===== config.mk =====
export PLATFORM = sky130hd
export DESIGN_NAME = wsr_mac
export DESIGN_NICKNAME = d
export VERILOG_FILES = /design/src/rtl/windowed_sinc_resampler_core_macros.svh /design/src/rtl/wsr_pkg.sv /design/src/rtl/wsr_mac.sv
export SDC_FILE = /design/constraint.sdc
export NUM_CORES = 2
export LEC_CHECK = 0
export BUFFER_PORTS_ARGS = -buffer_cell sky130_fd_sc_hd__buf_2
export CORE_ASPECT_RATIO = 1.25
export CORE_UTILIZATION = 45
export DETAILED_ROUTE_END_ITERATION = 7
export PLACE_DENSITY = 0.71
export SYNTH_ARGS = -nofsm -noshare
export SYNTH_HDL_FRONTEND = slang
export SYNTH_SLANG_ARGS = --single-unit

===== constraint.sdc =====
create_clock -name clk -period 19.7 [get_ports clk]
set_clock_uncertainty 0.2 [all_clocks]
set_input_delay 2.955 -clock clk [delete_from_list [all_inputs] [get_ports clk]]
set_output_delay 2.955 -clock clk [all_outputs]
set_load 0.05 [all_outputs]

===== src/rtl/windowed_sinc_resampler_core_macros.svh =====
// ---------------------------------------------------------------------------
// windowed sinc resampler assertion macros
// implication checks that compile away in synthesis
// ---------------------------------------------------------------------------
`ifndef WINDOWED_SINC_RESAMPLER_CORE_MACROS_SVH
`define WINDOWED_SINC_RESAMPLER_CORE_MACROS_SVH
`ifndef SYNTHESIS
// same-cycle implication
`define WSR_ASSERT_IMP(lbl, clk, rstn, ante, cons) \
	lbl: assert property (@(posedge clk) disable iff (!rstn) (ante) |-> (cons)) \
		else $error("resampler assertion failed");
// next-cycle implication
`define WSR_ASSERT_NXT(lbl, clk, rstn, ante, cons) \
	lbl: assert property (@(posedge clk) disable iff (!rstn) (ante) |=> (cons)) \
		else $error("resampler assertion failed");
`else
`define WSR_ASSERT_IMP(lbl, clk, rstn, ante, cons)
`define WSR_ASSERT_NXT(lbl, clk, rstn, ante, cons)
`endif
`endif


===== src/rtl/wsr_pkg.sv =====
// ---------------------------------------------------------------------------
// wsr_pkg
// shared constants, types and codes of the windowed sinc resampler
// ---------------------------------------------------------------------------
package wsr_pkg;
	// phases per input sample, ring and table depths (depths powers of two)
	localparam int PHASES      = 120;
	localparam int RING_DEPTH  = 1024;
	localparam int TABLE_DEPTH = 8192;
	localparam int MAX_OUT     = 64;
	localparam int OWED_MAX    = 1023;

	localparam int RING_AW  = $clog2(RING_DEPTH);
	localparam int TAB_AW   = $clog2(TABLE_DEPTH);
	localparam int FRAC_W   = 16;
	localparam int PH_W     = $clog2(PHASES * 65536);
	localparam int PINT_W   = PH_W - FRAC_W;
	localparam int OWED_W   = 10;
	localparam int CNT_W    = 7;
	localparam int TAP_W    = 6;
	localparam int HT_W     = 5;
	localparam int INC_W    = 32;
	localparam int IDX_W    = 13;
	localparam int COEF_W   = 18;
	localparam int SAMP_W   = 24;
	localparam int ACC_W    = 49;

	// reciprocal of PHASES for the wrap count
	localparam int Q_W      = 17;
	localparam int RECIP_SH = 26;
	localparam int RECIP_W  = RECIP_SH;
	localparam int RECIP    = (1 << RECIP_SH) / PHASES + 1;
	localparam int WRAP_W   = Q_W;

	localparam logic [INC_W-1:0] INC_RESET = INC_W'(7864320);
	localparam logic [HT_W-1:0]  HT_RESET  = HT_W'(9);

	localparam logic REQ_TABLE  = 1'b0;
	localparam logic REQ_SAMPLE = 1'b1;

	typedef enum logic [0:0] {
		CFG_PHASE_INC = 1'b0,
		CFG_HALF_TAPS = 1'b1
	} cfg_idx_t;

	typedef logic signed [SAMP_W-1:0] sample_t;
	typedef logic signed [COEF_W-1:0] coef_t;

	typedef struct packed {
		logic valid;
		logic first;
		logic last;
	} tap_ctl_t;
endpackage


===== src/rtl/wsr_mac.sv =====
// ---------------------------------------------------------------------------
// wsr_mac
// phase interpolation and multiply-accumulate pipeline, one tap a cycle
// ---------------------------------------------------------------------------
module wsr_mac (
	input  logic                       clk,
	input  logic                       arst_n,
	input  wsr_pkg::tap_ctl_t          ctl,
	input  logic [wsr_pkg::FRAC_W-1:0] frac,
	input  wsr_pkg::coef_t             w0,
	input  wsr_pkg::coef_t             w1,
	input  wsr_pkg::sample_t           samp,
	output logic                       done,
	output wsr_pkg::sample_t           result
);
	import wsr_pkg::*;

	localparam int DIFF_W = COEF_W + 1;
	localparam int DP_W   = DIFF_W + FRAC_W + 1;
	localparam int P_W    = DIFF_W + SAMP_W;

	tap_ctl_t                 ctl_s2, ctl_s3, ctl_s4;
	logic signed [DP_W-1:0]   dprod_s2;
	coef_t                    w0_s2;
	sample_t                  samp_s2, samp_s3;
	logic signed [DIFF_W-1:0] w_s3;
	logic signed [P_W-1:0]    p_s4;
	logic signed [ACC_W-1:0]  acc_q;
	logic                     done_q;
	logic signed [DIFF_W-1:0] diff;
	logic signed [DP_W-1:0]   dround;
	logic signed [ACC_W-1:0]  rnd;

	assign diff   = DIFF_W'(w1) - DIFF_W'(w0);
	assign dround = (dprod_s2 + DP_W'(32768)) >>> FRAC_W;

	always_ff @(posedge clk or negedge arst_n) begin
		if (!arst_n) begin
			ctl_s2 <= '0;
			ctl_s3 <= '0;
			ctl_s4 <= '0;
			done_q <= 1'b0;
		end else begin
			ctl_s2 <= ctl;
			ctl_s3 <= ctl_s2;
			ctl_s4 <= ctl_s3;
			done_q <= ctl_s4.valid & ctl_s4.last;
		end
	end

	always_ff @(posedge clk) begin
		dprod_s2 <= DP_W'(diff) * $signed({1'b0, frac});
		w0_s2    <= w0;
		samp_s2  <= samp;
		w_s3     <= DIFF_W'(w0_s2) + dround[DIFF_W-1:0];
		samp_s3  <= samp_s2;
		p_s4     <= P_W'(w_s3) * P_W'(samp_s3);
		if (ctl_s4.valid) acc_q <= (ctl_s4.first ? '0 : acc_q) + ACC_W'(p_s4);
	end

	// round half up from q.17 and saturate
	always_comb begin
		rnd = (acc_q + ACC_W'(65536)) >>> 17;
		if (rnd > ACC_W'(8388607))       result = sample_t'(24'sh7FFFFF);
		else if (rnd < -ACC_W'(8388608)) result = sample_t'(24'sh800000);
		else                             result = rnd[SAMP_W-1:0];
	end

	assign done = done_q;
endmodule


* Yosys cells after proc, flatten, opt, wreduce, memory -nomap -nowiden
Cells that the tools add are included.
** Word-level totals
- Logic and storage cells :: 30
- Output and inout bits :: 25
- Input port bits :: 81
- Register bits after elaboration :: 222
** Operators by class
- $mul :: 2
- Muxes and demuxes :: 3
- Add/subtract/negate cells :: 5
- Order comparisons :: 2
- Bitwise operators :: 1
** Operators by type and width (count)
- adder 49 x 18 -> 49 bit (second input constant) :: 1
- adder 49 bit :: 1
- two-way mux 49 bit :: 1
- two-way mux 24 bit :: 2
- multiplier 19 x 24 -> 43 bit :: 1
- adder 35 x 17 -> 35 bit (second input constant) :: 1
- multiplier 19 x 17 -> 35 bit :: 1
- > comparator 32 x 24 -> 1 bit (second input constant) :: 1
- less-than comparator 32 x 24 -> 1 bit (second input constant) :: 1
- adder 19 bit :: 1
- subtractor 18 x 18 -> 19 bit :: 1
- bitwise AND 1 bit :: 1

* Depth between registers and ports, before layout
- Depth after elaboration :: 4
- Gate-level depth with buffers :: 38
- Mapped depth without buffers :: 37

* Worst setup path before layout
OpenSTA, ideal clock, no wires.
- Kind :: input -> register
- Start point :: in w1[0]
- End point :: reg dprod_s2[34]
- Setup time :: 72 ps
- Stages :: 37
- Path slack :: 8425 ps
- Path buffers :: 1
- Required time :: 19428 ps
- Arrival time :: 11003 ps
- Path through :: inv_1 -> ha_1 -> inv_1 -> fa_1 -> a21o_1 -> a21oi_1 -> o21bai_1 -> a21oi_1 -> o21ai_1 -> a31oi_1 -> a21oi_1 -> a311oi_1 -> o211ai_1 -> o21ai_0 -> clkbuf_1 -> nand2_1 -> fa_1 -> fa_1 -> fa_1 -> inv_1 -> fa_1 -> fa_1 -> inv_1 -> fa_1 -> inv_1 -> ha_1 -> a21o_1 -> a21oi_1 -> nor2b_1 -> o21ai_0 -> nor2b_1 -> o211ai_1 -> a21o_1 -> a31oi_1 -> o21ai_0 -> o41ai_1 -> xnor2_1
** On the way
- Longest elaborated chain between the ends :: 2
** Ends and longest elaborated chain
- from (decl) :: RTL line wsr_mac.sv:11 : input wsr_pkg::coef_t w1,
- subtractor 18 x 18 -> 19 bit :: RTL line wsr_mac.sv:34 : assign diff = DIFF_W'(w1) - DIFF_W'(w0);
- multiplier 19 x 17 -> 35 bit :: RTL line wsr_mac.sv:52 : dprod_s2 <= DP_W'(diff) * $signed({1'b0, frac});
- to (signal assigned) :: RTL line wsr_mac.sv:52
- to (decl) :: RTL line wsr_mac.sv:23 : logic signed [DP_W-1:0] dprod_s2;
No other way between the ends.
A chain may end at the register's enable or synchronous reset.

* Worst setup path in the final report
Ends and elaborated chain as after synthesis.

==> flow_summary.toml <==
[cells_and_area]
nets = 5095
n_fill_cell = 7700
drive_gt1_share_pct = 4.769
syn_to_final_growth_pct = 6.156
fin_util_pct = 48.22
register_area_um2 = 4686
final_cells = 5057
multi_input_area_um2 = 28570

[job]
drv_cap = 0

[timing]
setup_violations = 0
relSlewSlack_pct = 17.32
fin_tns_setup_ps = 0
slew_viol_final = 0
hold_violations = 0
rsz0062_at_grt = "false"
fin_crit_ps = 11970
clock.fmax_ghz = 0.08354
worst_pin_slew_ps = 1238
postLayoutSetupSlackWorst_ps = 7730
finalCritPeriodShare_pct = 60.76

[outcome]
outcome = "finished, final reports clean"

[floorplanning]
fp.dieW_um = 258.4
die_height_um = 322.5
core_area_um2 = 81390
dieArea_um2 = 83320
rows = 117
initial_core_util_pct = 45.43
io_pins = 106

[placement]
port_buffers = 105
placed_cells = 5014
place_congestion = 0.8704
dp_hpwl_mm = 69.67
dp_slack_ps = 7254

[clocking]
path_clk_slew_ps = 60
htreeDepth = 1
cts_tree = "yes"
insertion_delay_ps = 560
clock_sinks = 207
cts-root-buf = "clkbuf_16"
cts_buffers = 23
post_cts_resized = 0
cts_max_path_buffers = 3
postCtsHoldBufs = 0
cts_setup_buffers = 0

[route]
first_pass_iters = 5
drt-initial-drc-count = 1404
finalWirelength_mm = 86.22
vias = 26030
via_per_inst = 5.147
ant_nets = 0
wl_per_cell_um = 17.05
drcViolationCount = 0

[grt]
grt_start_max_net_pins = 50
gr-total-overflow = 0
grt_pass1_wl_mm = 144.4
grt_util_all_layers_pct = 21.81
grt_pass1_vias = 28570
antenna_found_initial = 9

[logic_synthesis]
yosys.cell_types.count = 74
synth_async_sr_flop_share_pct = 4.831
synth_fp_nets = 5089
avgSynthCellArea_um2 = 9.332
synth_seq_cells = 207
synth_edf_count = 49
seq_area_frac_synth_pct = 12.67
synthCells = 3962
synth_area_um2 = 36970
ys_warn_count = 0
ys.flop_type = "dfxtp_1"

[setup_path]
cp.arrival_ps = 12260
path_delay_family = "compound AO/OA/AOI/OAI gates"
crit_path_end_kind = "flip-flop"
cp_slowest_cell = "fa_1"
critPathKind = "in2reg"
critPathMaxFanout = 16
required_ps = 19990
critPathLaunchType = "input pin"
max_stage_delay_ps = 540
path_common_cell = "fa_1"
crit_buf_inv = 7

[hold_path]
hold_class = "reg2reg"
flip-flops by register name, summed over array words and instances, names as in the netlist:
register,flops
samp_s2,24
samp_s3,24
p_s4,43
acc_q,49
ctl_s2,3
dprod_s2,20
w0_s2,18
ctl_s3,3
done,1
ctl_s4,3
w_s3,19
metal layers:
layer  global-route usage (%)  routed length [µm]
met5                        0                  84
met4                    8.074                3236
met3                    2.522                4666
met2                    40.02               44100
met1                    26.02               34120
placed cells by master (no fill, tap or decap), types with 9 or more instances in the layout:
cell	instances
inv_1	844
fa_1	751
nand2_1	504
ha_1	295
and2_1	292
dfxtp_1	148
xnor2_1	132
buf_2	105
a21oi_1	98
nor2_1	90
nor2b_1	77
o21ai_0	70
xor2_1	60
a21o_1	51
edfxtp_1	49
nand3_1	38
nand2b_1	31
nor3_1	30
o21a_1	28
buf_4	28
clkbuf_16	25
nand4_1	21
and3_1	18
a211oi_1	14
a31oi_1	14
or3_1	13
o21bai_1	12
o211ai_1	12
dfrtp_1	9
synthesized netlist by cell type, types with 10 or more instances:
cell / n / area, µm²
fa_1: 751 / 15030
o21ai_0: 71 / 355.3
ha_1: 295 / 3691
nand2b_1: 31 / 193.9
xnor2_1: 135 / 1182
edfxtp_1: 49 / 1471
nor3_1: 30 / 150.1
nand3_1: 38 / 190.2
o21a_1: 28 / 210.2
a211oi_1: 14 / 105.1
nand2_1: 504 / 1892
or3_1: 13 / 81.33
and2_1: 292 / 1827
clkbuf_1: 148 / 555.5
a21oi_1: 98 / 490.5
nor2b_1: 77 / 481.7
a31oi_1: 14 / 87.58
xor2_1: 60 / 525.5
dfrtp_1: 10 / 250.2
nand4_1: 21 / 131.4
o211ai_1: 12 / 90.09
a21o_1: 51 / 382.9
inv_1: 844 / 3168
and3_1: 18 / 112.6
o21bai_1: 12 / 90.09
dfxtp_1: 148 / 2963
nor2_1: 90 / 337.8
per-stage QoR:
stage | hold slack (ps) | instance area (µm²)
2_1_floorplan | 109.6 | 36970
3_3_place_gp | 111.8 | 38500
3_5_place_dp | 113.2 | 38500
4_1_cts | 116.5 | 39240
5_1_grt | 127.5 | 39240
6_report | 121.4 | 39250
worst paths after layout:
path	depth (start not counted)	to	slack, ps	from
max	37	dprod_s2[34]$_DFF_P_	7730	w1[0]
min	0	samp_s3[0]$_DFF_P_	120	samp_s2[0]$_DFF_P_
max reg2reg	23	p_s4[42]$_DFF_P_	11200	samp_s3[13]$_DFF_P_
min reg2reg	0	samp_s3[0]$_DFF_P_	120	samp_s2[0]$_DFF_P_
max in group asynchronous	1	ctl_s4[2]$_DFF_PN0_	17050	arst_n
min in group asynchronous	1	ctl_s4[0]$_DFF_PN0_	2040	arst_n
layout make-up:
type | count | share of cell area, %
inverter | 844 | 8.072
timing repair buffer | 133 | 1.874
sequential | 207 | 11.94
antenna | 2 | 0.01275
tap | 1071 | 3.414
clock buffer | 31 | 1.677
multi-input combinational | 2759 | 72.78
clock inverter | 10 | 0.2295
cell families (layout without fill, tap and decap cells):
family | count (synthesis) | count (layout) | share of synthesized area, %
AOI/OAI and AO/OA | 365 | 365 | 6.494
xor gates and xnor gates | 195 | 195 | 4.619
adders and majority gates | 1052 | 1052 | 50.81
buffers and inverters | 996 | 1018 | 10.13
DFF | 207 | 207 | 12.67
muxes | 1 | 1 | 0.02707
other | 0 | 2 | 0
and+or+nand+nor | 1146 | 1146 | 15.25
Power is not shown: default switching activity piles up to over one toggle a cycle in this logic, so the estimate is an artifact.
